$ cat config.mk
export PLATFORM = sky130hd
export DESIGN_NAME = markup_escape_stream
export DESIGN_NICKNAME = d
export VERILOG_FILES = /design/src/sv/mes_pkg.sv /design/src/sv/mes_front.sv /design/src/sv/mes_job_fifo.sv /design/src/sv/mes_back.sv /design/src/sv/markup_escape_stream.sv
export SDC_FILE = /design/constraint.sdc
export NUM_CORES = 1
export LEC_CHECK = 0
export CORE_ASPECT_RATIO = 1.1
export CORE_MARGIN = 4
export CORE_UTILIZATION = 60
export DETAILED_ROUTE_END_ITERATION = 8
export DONT_BUFFER_PORTS = 1
export PLACE_DENSITY = 0.84
export SLEW_MARGIN = 0
export SYNTH_ARGS = -nofsm -noshare
export SYNTH_HDL_FRONTEND = slang
export SYNTH_SLANG_ARGS = --single-unit
$ cat constraint.sdc
create_clock -name clk -period 7.14 [get_ports clk]
set_input_delay 0.714 -clock clk [delete_from_list [all_inputs] [get_ports clk]]
set_output_delay 0.714 -clock clk [all_outputs]
set_load 0.05 [all_outputs]
$ cat src/sv/mes_pkg.sv
`timescale 1ns / 1ps
// Package for the markup escape stream: job type, register indexes, character codes
// and the escape sequence tables. Used by every module of the block; depends on nothing.
package mes_pkg;

	localparam int unsigned REG_IDX_W = 2;

	localparam logic [REG_IDX_W-1:0] REG_MARKUP_EN    = 2'd0;
	localparam logic [REG_IDX_W-1:0] REG_TAG_OPEN     = 2'd1;
	localparam logic [REG_IDX_W-1:0] REG_TAG_CLOSE    = 2'd2;
	localparam logic [REG_IDX_W-1:0] REG_ENTITY_START = 2'd3;

	localparam logic [7:0] RST_TAG_OPEN     = 8'd3;
	localparam logic [7:0] RST_TAG_CLOSE    = 8'd4;
	localparam logic [7:0] RST_ENTITY_START = 8'd6;

	localparam logic [7:0] CH_LT   = 8'h3C;
	localparam logic [7:0] CH_GT   = 8'h3E;
	localparam logic [7:0] CH_AMP  = 8'h26;
	localparam logic [7:0] CH_QUOT = 8'h22;
	localparam logic [7:0] CH_SEMI = 8'h3B;

	localparam int unsigned ESC_MAX = 6;
	localparam int unsigned ESC_IDX_W = 3;

	localparam logic [7:0] ESC_LT_SEQ [0:ESC_MAX-1] =
		'{8'h26, 8'h6C, 8'h74, 8'h3B, 8'h00, 8'h00};
	localparam logic [7:0] ESC_GT_SEQ [0:ESC_MAX-1] =
		'{8'h26, 8'h67, 8'h74, 8'h3B, 8'h00, 8'h00};
	localparam logic [7:0] ESC_AMP_SEQ [0:ESC_MAX-1] =
		'{8'h26, 8'h61, 8'h6D, 8'h70, 8'h3B, 8'h00};
	localparam logic [7:0] ESC_QUOT_SEQ [0:ESC_MAX-1] =
		'{8'h26, 8'h71, 8'h75, 8'h6F, 8'h74, 8'h3B};

	// One unit of work for the back end: either a byte copied as it is, or a
	// special character that expands into its escape sequence.
	typedef struct packed {
		logic       esc;
		logic [7:0] ch;
	} job_t;

	function automatic logic [ESC_IDX_W-1:0] esc_last_idx(input logic [7:0] ch);
		logic [ESC_IDX_W-1:0] r;
		case (ch)
			CH_LT:   r = 3'd3;
			CH_GT:   r = 3'd3;
			CH_AMP:  r = 3'd4;
			CH_QUOT: r = 3'd5;
			default: r = 3'd0;
		endcase
		return r;
	endfunction

	function automatic logic [7:0] esc_byte(input logic [7:0] ch,
			input logic [ESC_IDX_W-1:0] idx);
		logic [7:0] r;
		r = 8'h00;
		if (idx < ESC_IDX_W'(ESC_MAX)) begin
			case (ch)
				CH_LT:   r = ESC_LT_SEQ[idx];
				CH_GT:   r = ESC_GT_SEQ[idx];
				CH_AMP:  r = ESC_AMP_SEQ[idx];
				CH_QUOT: r = ESC_QUOT_SEQ[idx];
				default: r = ch;
			endcase
		end
		return r;
	endfunction

endpackage

$ cat src/sv/mes_front.sv
`timescale 1ns / 1ps
// Front end: configuration registers, region flags and classification of each input beat
// into a job for the back end. Depends on mes_pkg.
module mes_front (
	input  logic                          clk,
	input  logic                          arst_n,
	input  logic                          push,
	output logic                          full,
	input  logic [7:0]                    in_byte,
	input  logic                          end_of_text,
	input  logic                          wr_en,
	input  logic [mes_pkg::REG_IDX_W-1:0] wr_index,
	input  logic [7:0]                    wr_data,
	input  logic                          job_full,
	output logic                          job_push,
	output mes_pkg::job_t                 job
);

	logic       markup_en_q;
	logic [7:0] tag_open_q;
	logic [7:0] tag_close_q;
	logic [7:0] entity_start_q;
	logic       inside_tag_q;
	logic       inside_entity_q;

	logic accept;
	logic emit;
	logic tag_d;
	logic entity_d;

	assign full   = job_full;
	assign accept = push && !job_full;

	always_comb begin
		emit     = 1'b0;
		job.esc  = 1'b0;
		job.ch   = in_byte;
		tag_d    = inside_tag_q;
		entity_d = inside_entity_q;
		if (inside_tag_q) begin
			emit = markup_en_q;
			if (in_byte == tag_close_q) begin
				tag_d  = 1'b0;
				job.ch = mes_pkg::CH_GT;
			end
		end else if (inside_entity_q) begin
			emit = markup_en_q;
			if (in_byte == mes_pkg::CH_SEMI) begin
				entity_d = 1'b0;
			end
		end else if (in_byte == tag_open_q) begin
			tag_d  = 1'b1;
			emit   = markup_en_q;
			job.ch = mes_pkg::CH_LT;
		end else if (in_byte == tag_close_q) begin
			emit   = markup_en_q;
			job.ch = mes_pkg::CH_GT;
		end else if (in_byte == entity_start_q) begin
			entity_d = 1'b1;
			emit     = markup_en_q;
			job.ch   = mes_pkg::CH_AMP;
		end else begin
			emit    = 1'b1;
			job.esc = markup_en_q && (in_byte inside {mes_pkg::CH_LT, mes_pkg::CH_GT,
				mes_pkg::CH_AMP, mes_pkg::CH_QUOT});
		end
	end

	assign job_push = accept && emit;

	always_ff @(posedge clk or negedge arst_n) begin
		if (!arst_n) begin
			inside_tag_q    <= 1'b0;
			inside_entity_q <= 1'b0;
		end else if (accept) begin
			inside_tag_q    <= tag_d && !end_of_text;
			inside_entity_q <= entity_d && !end_of_text;
		end
	end

	always_ff @(posedge clk or negedge arst_n) begin
		if (!arst_n) begin
			markup_en_q    <= 1'b0;
			tag_open_q     <= mes_pkg::RST_TAG_OPEN;
			tag_close_q    <= mes_pkg::RST_TAG_CLOSE;
			entity_start_q <= mes_pkg::RST_ENTITY_START;
		end else if (wr_en) begin
			case (wr_index)
				mes_pkg::REG_MARKUP_EN:    markup_en_q    <= wr_data[0];
				mes_pkg::REG_TAG_OPEN:     tag_open_q     <= wr_data;
				mes_pkg::REG_TAG_CLOSE:    tag_close_q    <= wr_data;
				mes_pkg::REG_ENTITY_START: entity_start_q <= wr_data;
				default: ;
			endcase
		end
	end

endmodule

$ cat src/sv/mes_job_fifo.sv
`timescale 1ns / 1ps
// Short job queue between the front and back ends, built from flip-flops.
// Depends on mes_pkg for the job type.
module mes_job_fifo #(
	parameter int unsigned DEPTH = 4
) (
	input  logic          clk,
	input  logic          arst_n,
	input  logic          wr,
	input  mes_pkg::job_t wdata,
	output logic          full,
	input  logic          rd,
	output logic          rvalid,
	output mes_pkg::job_t rdata
);

	localparam int unsigned PTR_W = (DEPTH > 1) ? $clog2(DEPTH) : 1;
	localparam int unsigned CNT_W = $clog2(DEPTH + 1);

	mes_pkg::job_t      mem_q [DEPTH];
	logic [PTR_W-1:0]   wptr_q;
	logic [PTR_W-1:0]   rptr_q;
	logic [CNT_W-1:0]   count_q;
	logic               do_wr;
	logic               do_rd;

	assign full   = count_q == CNT_W'(DEPTH);
	assign rvalid = count_q != '0;
	assign rdata  = mem_q[rptr_q];
	assign do_wr  = wr && !full;
	assign do_rd  = rd && rvalid;

	always_ff @(posedge clk) begin
		if (do_wr) begin
			mem_q[wptr_q] <= wdata;
		end
	end

	always_ff @(posedge clk or negedge arst_n) begin
		if (!arst_n) begin
			wptr_q  <= '0;
			rptr_q  <= '0;
			count_q <= '0;
		end else begin
			if (do_wr) begin
				wptr_q <= (wptr_q == PTR_W'(DEPTH - 1)) ? '0 : wptr_q + 1'b1;
			end
			if (do_rd) begin
				rptr_q <= (rptr_q == PTR_W'(DEPTH - 1)) ? '0 : rptr_q + 1'b1;
			end
			if (do_wr && !do_rd) begin
				count_q <= count_q + 1'b1;
			end else if (do_rd && !do_wr) begin
				count_q <= count_q - 1'b1;
			end
		end
	end

endmodule

$ cat src/sv/mes_back.sv
`timescale 1ns / 1ps
// Back end: expands each job into output bytes, one per cycle while the output is popped,
// into the result register. Depends on mes_pkg for the job type and the escape tables.
module mes_back (
	input  logic          clk,
	input  logic          arst_n,
	input  logic          job_valid,
	input  mes_pkg::job_t job,
	output logic          job_pop,
	output logic          empty,
	input  logic          pop,
	output logic [7:0]    out_byte,
	output logic          run_last
);

	logic                          out_valid_q;
	logic [7:0]                    out_byte_q;
	logic                          run_last_q;
	logic [mes_pkg::ESC_IDX_W-1:0] idx_q;
	logic                          out_ready;
	logic                          load;
	logic                          last;
	logic [7:0]                    next_byte;

	assign out_ready = !out_valid_q || pop;
	assign load      = out_ready && job_valid;
	assign last      = !job.esc || (idx_q == mes_pkg::esc_last_idx(job.ch));
	assign next_byte = job.esc ? mes_pkg::esc_byte(job.ch, idx_q) : job.ch;
	assign job_pop   = load && last;

	assign empty    = !out_valid_q;
	assign out_byte = out_byte_q;
	assign run_last = run_last_q;

	always_ff @(posedge clk or negedge arst_n) begin
		if (!arst_n) begin
			out_valid_q <= 1'b0;
			idx_q       <= '0;
		end else begin
			if (out_ready) begin
				out_valid_q <= job_valid;
			end
			if (load) begin
				idx_q <= last ? '0 : idx_q + 1'b1;
			end
		end
	end

	always_ff @(posedge clk) begin
		if (load) begin
			out_byte_q <= next_byte;
			run_last_q <= last;
		end
	end

endmodule

$ cat src/sv/markup_escape_stream.sv
`timescale 1ns / 1ps
// Top level of the markup escape stream converter. Instantiates mes_front,
// mes_job_fifo and mes_back; depends on mes_pkg.
//
// Use: source text enters one byte a beat on the push/full side, with end_of_text set
// on the last byte of a text. Converted bytes leave on the empty/pop side, one byte a
// beat, with run_last set on the final byte produced by each input byte. Input bytes
// that produce nothing leave no trace on the output side.
// Configuration is written through wr_en/wr_index/wr_data while the block is idle.
// The first output byte of an accepted input byte passes through the job queue and then
// the output register before it reaches the output ports.
// Throughput: one input byte per cycle while each yields one output byte and pop is held
// high. The back end emits one output byte per cycle while popped, so an escape sequence
// of four to six bytes holds it up; JOB_DEPTH queued jobs absorb this before full rises.
// Reset clears the region flags, loads the register defaults and empties the queue.
// When the receiver stops popping, the output byte holds, the queue fills and full
// then stalls the sender; no beat is lost.
module markup_escape_stream #(
	parameter int unsigned JOB_DEPTH = 4
) (
	input  logic                          clk,
	input  logic                          arst_n,
	input  logic                          push,
	output logic                          full,
	input  logic [7:0]                    in_byte,
	input  logic                          end_of_text,
	output logic                          empty,
	input  logic                          pop,
	output logic [7:0]                    out_byte,
	output logic                          run_last,
	input  logic                          wr_en,
	input  logic [mes_pkg::REG_IDX_W-1:0] wr_index,
	input  logic [7:0]                    wr_data
);

	logic          job_push;
	logic          job_full;
	mes_pkg::job_t job_in;
	logic          job_valid;
	logic          job_pop;
	mes_pkg::job_t job_head;

	mes_front u_front (
		.clk         (clk),
		.arst_n      (arst_n),
		.push        (push),
		.full        (full),
		.in_byte     (in_byte),
		.end_of_text (end_of_text),
		.wr_en       (wr_en),
		.wr_index    (wr_index),
		.wr_data     (wr_data),
		.job_full    (job_full),
		.job_push    (job_push),
		.job         (job_in)
	);

	mes_job_fifo #(
		.DEPTH (JOB_DEPTH)
	) u_fifo (
		.clk    (clk),
		.arst_n (arst_n),
		.wr     (job_push),
		.wdata  (job_in),
		.full   (job_full),
		.rd     (job_pop),
		.rvalid (job_valid),
		.rdata  (job_head)
	);

	mes_back u_back (
		.clk       (clk),
		.arst_n    (arst_n),
		.job_valid (job_valid),
		.job       (job_head),
		.job_pop   (job_pop),
		.empty     (empty),
		.pop       (pop),
		.out_byte  (out_byte),
		.run_last  (run_last)
	);

endmodule

==> results.py, run 1 <==
metrics = {
    "outcome": {
        "status": "completed",
    },
    "global_route": {
        "antenna_found_initial": 0,
        "grt_pass1_vias": 2788,
        "grt_first_pass_wirelength_mm": 13.1,
        "grtUsageTotal": 0.198,
        "grt_max_degree": 39,
        "grt-ovfl-total": 0,
    },
    "setup_path": {
        "end_kind": "flip-flop",
        "crit_type": "reg2reg",
        "cp_common_cell": "xor2_1",
        "cp_max_fo": 12,
        "cpMaxStageDelayCell": "nor4b_1",
        "slowest_delay_ns": 0.81,
        "crit_chain": "mux4_1, nor4b_1, nand2_1, a311oi_1, or4_4, ha_1, inv_1, fa_1, xor2_1, nor2_1, xor2_1",
        "cp-start-kind": "flip-flop",
        "crit_arrival_ns": 4.60,
        "required_ns": 7.42,
    },
    "clocking": {
        "post_cts_buffers": 0,
        "clkSlewWorstSetupHoldPaths_ns": 0.09,
        "root_buffer": "clkbuf_8",
        "cts-resized-gates": 0,
        "ctsHoldBuffers": 0,
        "cts_buffer_depth": 2,
        "cts_buffers": 9,
        "cts.htree.levels": 3,
        "worst_skew_pair.late_latency_ns": 0.36,
        "cts_tree": "done",
        "clkSinkCount": 83,
    },
    "power_and_ir_drop": {
        "leakage_nw": 1.75,
        "power_density_nw_per_um2": 369,
        "peakVddDrop_v": 0.000272,
    },
    "detailed_routing": {
        "dr.pass1.iters": 5,
        "drt_iter0_markers": 165,
        "totalWireLength_mm": 7.89,
        "antenna_left": 0,
        "remaining_drc_errors": 0,
        "avgRoutedWirePerCell_um": 18.3,
        "via_per_inst": 6.28,
        "vias": 2707,
    },
    "placement": {
        "place.gp.congestion": 0.905,
        "portBuffers": 0,
        "pre_cts_ws_ns": 2.92,
        "dp_hpwl_mm": 5.69,
        "dpl_cell_area_um2": 4380,
    },
    "logic_synthesis": {
        "async_flop_share": 0.458,
        "syn_inst": 343,
        "synth-edff-count": 45,
        "synth_fp_nets": 382,
        "synth_area_um2": 4330,
        "syn_avg_cell_area_um2": 12.6,
        "ys.flop_type": "edfxtp_1",
        "ys_seq_elements": 83,
        "yosysMostFrequentCell": "edfxtp_1",
        "yosys_warnings": 0,
        "synth_top_area_cell": "edfxtp_1",
        "synth_area_leaders": "edfxtp_1, dfrtp_1, mux2_2, xor2_1, ha_1",
        "synth_top_area_share": 0.312,
        "ys_seq_area_frac": 0.533,
        "synth_common_cells": "edfxtp_1, dfrtp_1, mux2_2, xor2_1, nand2_1",
        "synth_cell_types": 59,
    },
    "floorplan": {
        "die_h_um": 97.1,
        "core_area_um2": 7010,
        "die_w_um": 89,
        "io_pins": 35,
        "fp-row-count": 32,
        "start_util": 0.618,
        "die_area_um2": 8640,
    },
    "timing": {
        "drv_slew": 0,
        "slew_headroom": 0.400,
        "setup_viol": 0,
        "finalSetupTns_ns": 0,
        "timing.fmax_mhz": 231,
        "clock_skew_ns": 0.0138,
        "min_period_over_period": 0.605,
        "hold_violations": 0,
        "tightest_slew_ns": 0.888,
        "rsz0062_at_grt": "false",
        "setup_slack_ns": 2.82,
        "fin_crit_ns": 4.32,
    },
    "layout": {
        "drive_gt1_frac": 0.182,
        "fin_nets": 380,
        "final_area_um2": 4610,
        "syn_to_final_growth_pct": 6.50,
        "fillers": 473,
        "diodes": 0,
    },
    "worst_hold_path": {
        "hold_class": "in2async",
    },
    "job": {
        "maxCapViolCount": 0,
    },
}
flip-flops by register name, indices dropped and copies added (netlist names):
signal                   cells
u_fifo.wptr_q                2
u_back.idx_q                 3
u_back.run_last              1
u_fifo.mem_q                36
u_front.tag_close_q          8
u_front.inside_tag_q         1
u_front.inside_entity_q      1
u_back.out_byte              8
u_back.out_valid_q           1
u_front.entity_start_q       8
u_fifo.rptr_q                2
u_front.tag_open_q           8
u_front.markup_en_q          1
u_fifo.count_q               3
kinds of logic after synthesis:
logic type,Yosys count,share of synthesized area
adder cells (fa/ha/maj),15,0.0451
AO/OA/AOI/OAI,56,0.0852
XOR/XNOR,28,0.0566
buffers and inverters,30,0.0280
multiplexers,43,0.140
AND/OR/NAND/NOR,88,0.112
flip-flops,83,0.533
report_power, final:
| part | total (mW) | internal [mW] | leakage (nW) | switching (mW) |
|---|---|---|---|---|
| Combinational | 0.509 | 0.233 | 0.773 | 0.276 |
| Clock | 0.376 | 0.197 | 0.118 | 0.179 |
| Sequential | 0.816 | 0.651 | 0.863 | 0.165 |
final timing paths:
check | start | to | slack [ns] | cells past startpoint
setup reg to reg | u_fifo.rptr_q[0] | u_fifo.count_q[2] | 2.82 | 11
min in group clk | pop | u_back.out_valid_q | 0.45 | 1
hold reg to reg | u_fifo.count_q[2] | u_fifo.count_q[2] | 0.49 | 1
max in group asynchronous | arst_n | u_front.tag_open_q[0] | 6.91 | 0
hold / removal | arst_n | u_front.entity_start_q[5] | 0.03 | 0
setup / recovery | u_fifo.rptr_q[0] | u_fifo.count_q[2] | 2.82 | 11
per-stage QoR:
| step | util | power (mW) | std cells | hold slack [ns] |
|---|---|---|---|---|
| 6_report | 0.658 | 1.70 | 431 | 0.0308 |
| 5_1_grt | 0.658 | 1.80 | 431 | 0.00150 |
| 4_1_cts | 0.658 | 1.71 | 431 | 0.0195 |
| 3_5_place_dp | 0.626 | 1.33 | 415 | 0.419 |
| 3_3_place_gp | 0.626 | 1.31 | 415 | 0.419 |
| 2_1_floorplan | - | 1.23 | 343 | 0.418 |
layer usage:
layer | global-route usage | routed length [um] | vias to the layer above
met5 | 0 | 0 | -
met4 | 0.0813 | 164 | 0
met1 | 0.243 | 3120 | 1327
met3 | 0.0594 | 428 | 16
met2 | 0.323 | 4170 | 94
li1 | - | - | 1270
critical path, delay by kind of cell, from the launching register on:
kind                     cells  cell delay (ns)
buffers and inverters        1             0.07
flip-flops                   1             0.70
XOR/XNOR                     2             0.33
AO/OA/AOI/OAI                1             0.45
adder cells (fa/ha/maj)      2             0.63
multiplexers                 1             0.70
AND/OR/NAND/NOR              4             1.35
cell usage in the layout, fill, tap and decap left out, types with 6 or more instances in the layout:
cell and instances:
inv_1 17, nand2_1 20, clkbuf_8 10, nor3_1 6
nor4_1 6, o21ai_0 13, o22ai_1 7, xor2_1 26
nand3_1 7, mux2_2 28, dfrtp_1 33, and2_1 9
nor2_1 15, a21oi_1 10, ha_1 14, edfxtp_1 45
cell type report:
| cell class | count | area, um2 | share of cell area |
|---|---|---|---|
| Tap cell | 85 | 106 | 0.0231 |
| Sequential cell | 83 | 2310 | 0.501 |
| Multi-Input combinational cell | 230 | 1910 | 0.413 |
| Clock inverter | 5 | 65.1 | 0.0141 |
| Clock buffer | 11 | 163 | 0.0353 |
| Inverter | 17 | 63.8 | 0.0138 |
Power figures use the tool's default switching activity.
==> run 2: changes to the inputs <==
Clock period 7.14 ns to 4.49 ns, I/O delays scaled along.
==> run 2 against run 1 <==
Against the previous run: worst setup slack got worse by 2.3 ns; worst hold slack improved by 0.15 ns; die area did not move; via count rose by 2.7%; first-iteration DRC count rose by 15%; global-route usage rose by 0.95 points; clock skew fell by 0.0055 ns; core utilization rose by 0.70 points; design area rose by 1.1%; cell count rose by 1.2%; critical path depth did not move; largest cell class unchanged; highest routed layer unchanged.
==> results.py, run 2 (synthesis results as in run 1) <==
metrics = {
    "detailed_routing": {
        "dr.pass1.iters": 8,
        "totalWireLength_mm": 8.37,
        "remaining_drc_errors": 0,
        "vias": 2779,
        "avgRoutedWirePerCell_um": 19.2,
        "antenna_left": 0,
        "via_per_inst": 6.37,
        "drt_iter0_markers": 190,
    },
    "timing": {
        "min_period_over_period": 0.884,
        "drv_slew": 0,
        "hold_violations": 0,
        "setup_viol": 0,
        "finalSetupTns_ns": 0,
        "clock_skew_ns": 0.00835,
        "rsz0062_at_grt": "false",
        "slew_headroom": 0.415,
        "setup_slack_ns": 0.519,
        "tightest_slew_ns": 0.874,
        "finalHoldWorstSlack_ns": 0.184,
        "timing.fmax_mhz": 252,
        "fin_crit_ns": 3.97,
    },
    "layout": {
        "largest_register": "u_fifo.mem_q",
        "fillers": 489,
        "largest_register_ffs": 36,
        "syn_to_final_growth_pct": 7.63,
        "drive_gt1_frac": 0.188,
        "final_common_cell": "edfxtp_1",
        "final_cell_mix": "edfxtp_1, dfrtp_1, mux2_2, xor2_1, nand2_1",
        "fin_nets": 385,
        "diodes": 0,
        "final-seq-area_um2": 2310,
        "multi_input_area_um2": 1910,
    },
    "floorplan": {
        "die_h_um": 97.1,
        "core_area_um2": 7010,
        "start_util": 0.618,
        "fp-row-count": 32,
        "die_w_um": 89,
        "io_pins": 35,
        "die_area_um2": 8640,
    },
    "setup_path": {
        "cp.buffers_inverters": 1,
        "cp_common_cell": "xor2_1",
        "slowest_delay_ns": 0.66,
        "r2r_slack_ns": 0.52,
        "crit_chain": "mux4_1, or4b_4, a222oi_1, nor4bb_1, or4_4, ha_1, inv_1, fa_1, xor2_1, nor2_1, xor2_1",
        "cp_max_fo": 5,
        "end_kind": "flip-flop",
        "cpMaxStageDelayCell": "mux4_1",
        "path_delay_family": "simple AND/OR/NAND/NOR gates",
        "crit_arrival_ns": 4.26,
        "cp-start-kind": "flip-flop",
        "crit_type": "reg2reg",
        "required_ns": 4.78,
    },
    "outcome": {
        "status": "completed",
    },
    "global_route": {
        "grt_first_pass_wirelength_mm": 13.8,
        "grt-ovfl-total": 0,
        "grt_max_degree": 39,
        "grt_pass1_vias": 2809,
        "antenna_found_initial": 0,
        "grtUsageTotal": 0.208,
    },
    "placement": {
        "place.gp.congestion": 0.890,
        "pre_cts_ws_ns": 0.542,
        "dp_hpwl_mm": 5.80,
        "portBuffers": 0,
    },
    "clocking": {
        "clkSlewWorstSetupHoldPaths_ns": 0.09,
        "clkSinkCount": 83,
        "cts_buffers": 9,
        "cts_tree": "done",
        "cts.htree.levels": 3,
        "worst_skew_pair.late_latency_ns": 0.36,
        "root_buffer": "clkbuf_8",
        "cts_buffer_depth": 2,
    },
    "worst_hold_path": {
        "hold_class": "in2reg",
    },
    "power_and_ir_drop": {
        "leakage_nw": 1.77,
        "peakVddDrop_v": 0.000432,
        "power_density_nw_per_um2": 588,
    },
    "job": {
        "maxCapViolCount": 0,
    },
}
-- run 2: where the power goes --
group	switching, mW	internal, mW
registers	0.252	1.04
clock network	0.286	0.318
logic	0.465	0.385
total	1.00	1.74
-- run 2: per-layer routing --
metal / global-route usage / wire [um] / vias to the layer above
met3: 0.0433 / 477 / 29
met5: 0 / 0 / -
met1: 0.257 / 3300 / 1351
met2: 0.346 / 4350 / 119
li1: - / - / 1280
met4: 0.0916 / 241 / 0
-- run 2: timing repair --
action,4_1_cts,5_1_grt
endpoints found under the hold margin,38,0
buffers inserted,0,0
hold buffers,2,0
resized for setup,0,0
-- run 2: path summary, 6_finish.rpt --
kind / start / end / cells after the start
min in group asynchronous: arst_n / u_front.entity_start_q[5] / 2
max: u_fifo.rptr_q[0] / u_fifo.count_q[2] / 11
min: pop / u_back.out_valid_q / 1
max reg2reg: u_fifo.rptr_q[0] / u_fifo.count_q[2] / 11
max in group asynchronous: arst_n / u_front.tag_open_q[0] / 2
min reg2reg: u_fifo.count_q[2] / u_fifo.count_q[2] / 1
-- run 2: cell type report --
type                            instances  area share
Inverter                               17      0.0137
Tap cell                               85      0.0228
Clock buffer                            9      0.0266
Clock inverter                          7      0.0215
Timing Repair Buffer                    5      0.0113
Sequential cell                        83       0.495
Multi-Input combinational cell        230       0.409
-- run 2: per-stage QoR --
step	instances	util	total power [mW]	cell area, um2
after floorplan	343	-	1.96	4330
after global placement	418	0.629	2.09	4410
after detailed placement	418	0.629	2.13	4410
after CTS	436	0.665	2.74	4660
after global routing	436	0.665	2.90	4660
final	436	0.665	2.74	4660
-- run 2: worst reg2reg max path, delay by kind of cell, from the launching register on --
family                     cells  cell delay, ns
xor gates and xnor gates       2            0.33
AOI/OAI and AO/OA              1            0.33
and+or+nand+nor                4            1.40
DFF                            1            0.48
adders and majority gates      2            0.64
muxes                          1            0.66
buffers and inverters          1            0.07
==> run 3: changes to the inputs <==
Clock period 4.49 ns to 4.1 ns, I/O delays scaled along.
==> run 3 against run 2 <==
Against the previous run: first-iteration DRC count shrank 9.5%; clock skew grew 0.0011 ns; power grew 12%; maximum frequency grew 2.9%; clock power grew 11%; design area grew 1.4%; core utilization grew 0.91 points; register-to-register slack lost 0.28 ns; sequential share of layout area shrank 0.64 points; sequential power grew 10%.
==> results.py, run 3 (synthesis results as in run 1) <==
metrics = {
    "detailed_routing": {
        "vias": 2789,
        "drt_iter0_markers": 172,
        "totalWireLength_mm": 8.32,
        "via_per_inst": 6.31,
        "avgRoutedWirePerCell_um": 18.8,
        "remaining_drc_errors": 0,
        "antenna_left": 0,
        "dr.pass1.iters": 5,
    },
    "timing": {
        "timing.fmax_mhz": 259,
        "setup_slack_ns": 0.240,
        "clock_skew_ns": 0.00949,
        "setup_viol": 0,
        "hold_violations": 0,
        "rsz0062_at_grt": "false",
        "fin_crit_ns": 3.86,
        "slew_headroom": 0.610,
        "tightest_slew_ns": 0.585,
        "finalSetupTns_ns": 0,
        "drv_slew": 0,
        "min_period_over_period": 0.942,
    },
    "floorplan": {
        "die_w_um": 89,
        "fp-row-count": 32,
        "die_h_um": 97.1,
        "die_area_um2": 8640,
        "core_area_um2": 7010,
        "start_util": 0.618,
        "io_pins": 35,
    },
    "setup_path": {
        "required_ns": 4.38,
        "crit_chain": "mux4_1, or4b_4, a222oi_1, nor4bb_4, or4_4, ha_1, inv_1, fa_1, xor2_1, nor2_1, xor2_1",
        "r2r-start": "u_fifo.rptr_q[0]",
        "cp-start-kind": "flip-flop",
        "r2r-end": "u_fifo.count_q[2]",
        "cp_max_fo": 7,
        "crit_path_start": "u_fifo.rptr_q[0]",
        "slowest_delay_ns": 0.64,
        "end_kind": "flip-flop",
        "cp_common_cell": "xor2_1",
        "crit_arrival_ns": 4.14,
        "cpMaxStageDelayCell": "mux4_1",
        "crit_type": "reg2reg",
        "ff2ff_path_depth": 11,
        "r2r_slack_ns": 0.24,
    },
    "layout": {
        "final_common_cell": "edfxtp_1",
        "drive_gt1_frac": 0.207,
        "fin_nets": 391,
        "final_cell_mix": "edfxtp_1, dfrtp_1, mux2_2, xor2_1, nand2_1",
        "largest_register_ffs": 36,
        "largest_register": "u_fifo.mem_q",
        "diodes": 0,
        "syn_to_final_growth_pct": 9.10,
    },
    "placement": {
        "pre_cts_ws_ns": 0.0140,
        "portBuffers": 0,
        "dp_hpwl_mm": 5.80,
        "place.gp.congestion": 0.945,
    },
    "global_route": {
        "grt-busiest-layer": "met2",
        "grt-ovfl-total": 0,
        "grt_first_pass_wirelength_mm": 13.4,
        "antenna_found_initial": 0,
        "met2_usage": 0.334,
        "grt_pass1_vias": 2836,
        "grtUsageMet3": 0.0594,
        "use_met1": 0.246,
        "grt_max_degree": 39,
        "grtUsageTotal": 0.204,
    },
    "job": {
        "maxCapViolCount": 0,
    },
    "power_and_ir_drop": {
        "power_density_nw_per_um2": 650,
        "peakVddDrop_v": 0.000578,
        "leakage_nw": 1.81,
    },
    "clocking": {
        "cts_tree": "done",
        "cts_buffer_depth": 2,
        "cts_buffers": 9,
        "worst_skew_pair.late_latency_ns": 0.35,
        "clkSinkCount": 83,
        "root_buffer": "clkbuf_8",
        "cts.htree.levels": 3,
        "clkSlewWorstSetupHoldPaths_ns": 0.09,
    },
    "worst_hold_path": {
        "min_delay_path_depth": 1,
        "hold_class": "in2reg",
        "min_to": "u_back.out_valid_q",
        "hold_path.startpoint": "pop",
    },
    "outcome": {
        "status": "completed",
    },
}
run 3: per-stage QoR:
step | util | hold WS (ns) | instances | instance area [um2] | power [mW]
CTS | 0.669 | 0.131 | 438 | 4680 | 3.03
global placement | 0.631 | 0.115 | 420 | 4420 | 2.30
finish | 0.674 | 0.144 | 442 | 4720 | 3.07
floorplan | - | 0.114 | 343 | 4330 | 2.14
detailed placement | 0.631 | 0.116 | 420 | 4420 | 2.35
global route | 0.674 | 0.133 | 442 | 4720 | 3.23
run 3: area by class of cell:
type,count,area (um2)
multi-input combinational,230,1920
fill,447,2280
clock buffer,11,141
timing repair buffer,11,97.6
inverter,17,63.8
tap,85,106
clock inverter,5,85.1
sequential,83,2310
run 3: report_power, final:
group	switching, mW	total, mW	internal, mW
sequential	0.281	1.42	1.13
clock	0.307	0.671	0.363
combinational	0.520	0.983	0.463
total	1.11	3.07	1.96
run 3: timing repair:
action | 4_1_cts | 5_1_grt
setup endpoints to repair | 1 | 1
gates resized for setup | 1 | 2
hold buffers | 2 | 0
hold endpoints to repair | 38 | 0
buffers inserted | 0 | 4
run 3: how the worst max path moves through the flow:
stage,to,slack (ns),cells after the start
6_report,u_fifo.count_q[2],0.24,11
5_1_grt,u_fifo.count_q[2],0.05,11
4_1_cts,u_fifo.count_q[2],0.07,11
3_5_place_dp,u_fifo.count_q[2],0.01,11
3_3_place_gp,u_fifo.count_q[2],0.25,11
2_1_floorplan,u_fifo.count_q[2],0.51,12
run 3: metal layers:
| metal | up-vias | share of wire | wire [um] |
|---|---|---|---|
| met2 | 136 | 0.53 | 4400 |
| li1 | 1291 | - | - |
| met1 | 1337 | 0.38 | 3190 |
| met5 | - | 0 | 0 |
| met4 | 0 | 0.028 | 234 |
| met3 | 25 | 0.060 | 497 |
run 3: critical path: cells and delay by family, from the launching register on:
family,cells,cell delay [ns]
compound gates,1,0.36
fa+ha+maj,2,0.62
mux,1,0.64
simple gates,4,1.31
xor+xnor,2,0.32
flops,1,0.47
buf+inv,1,0.08
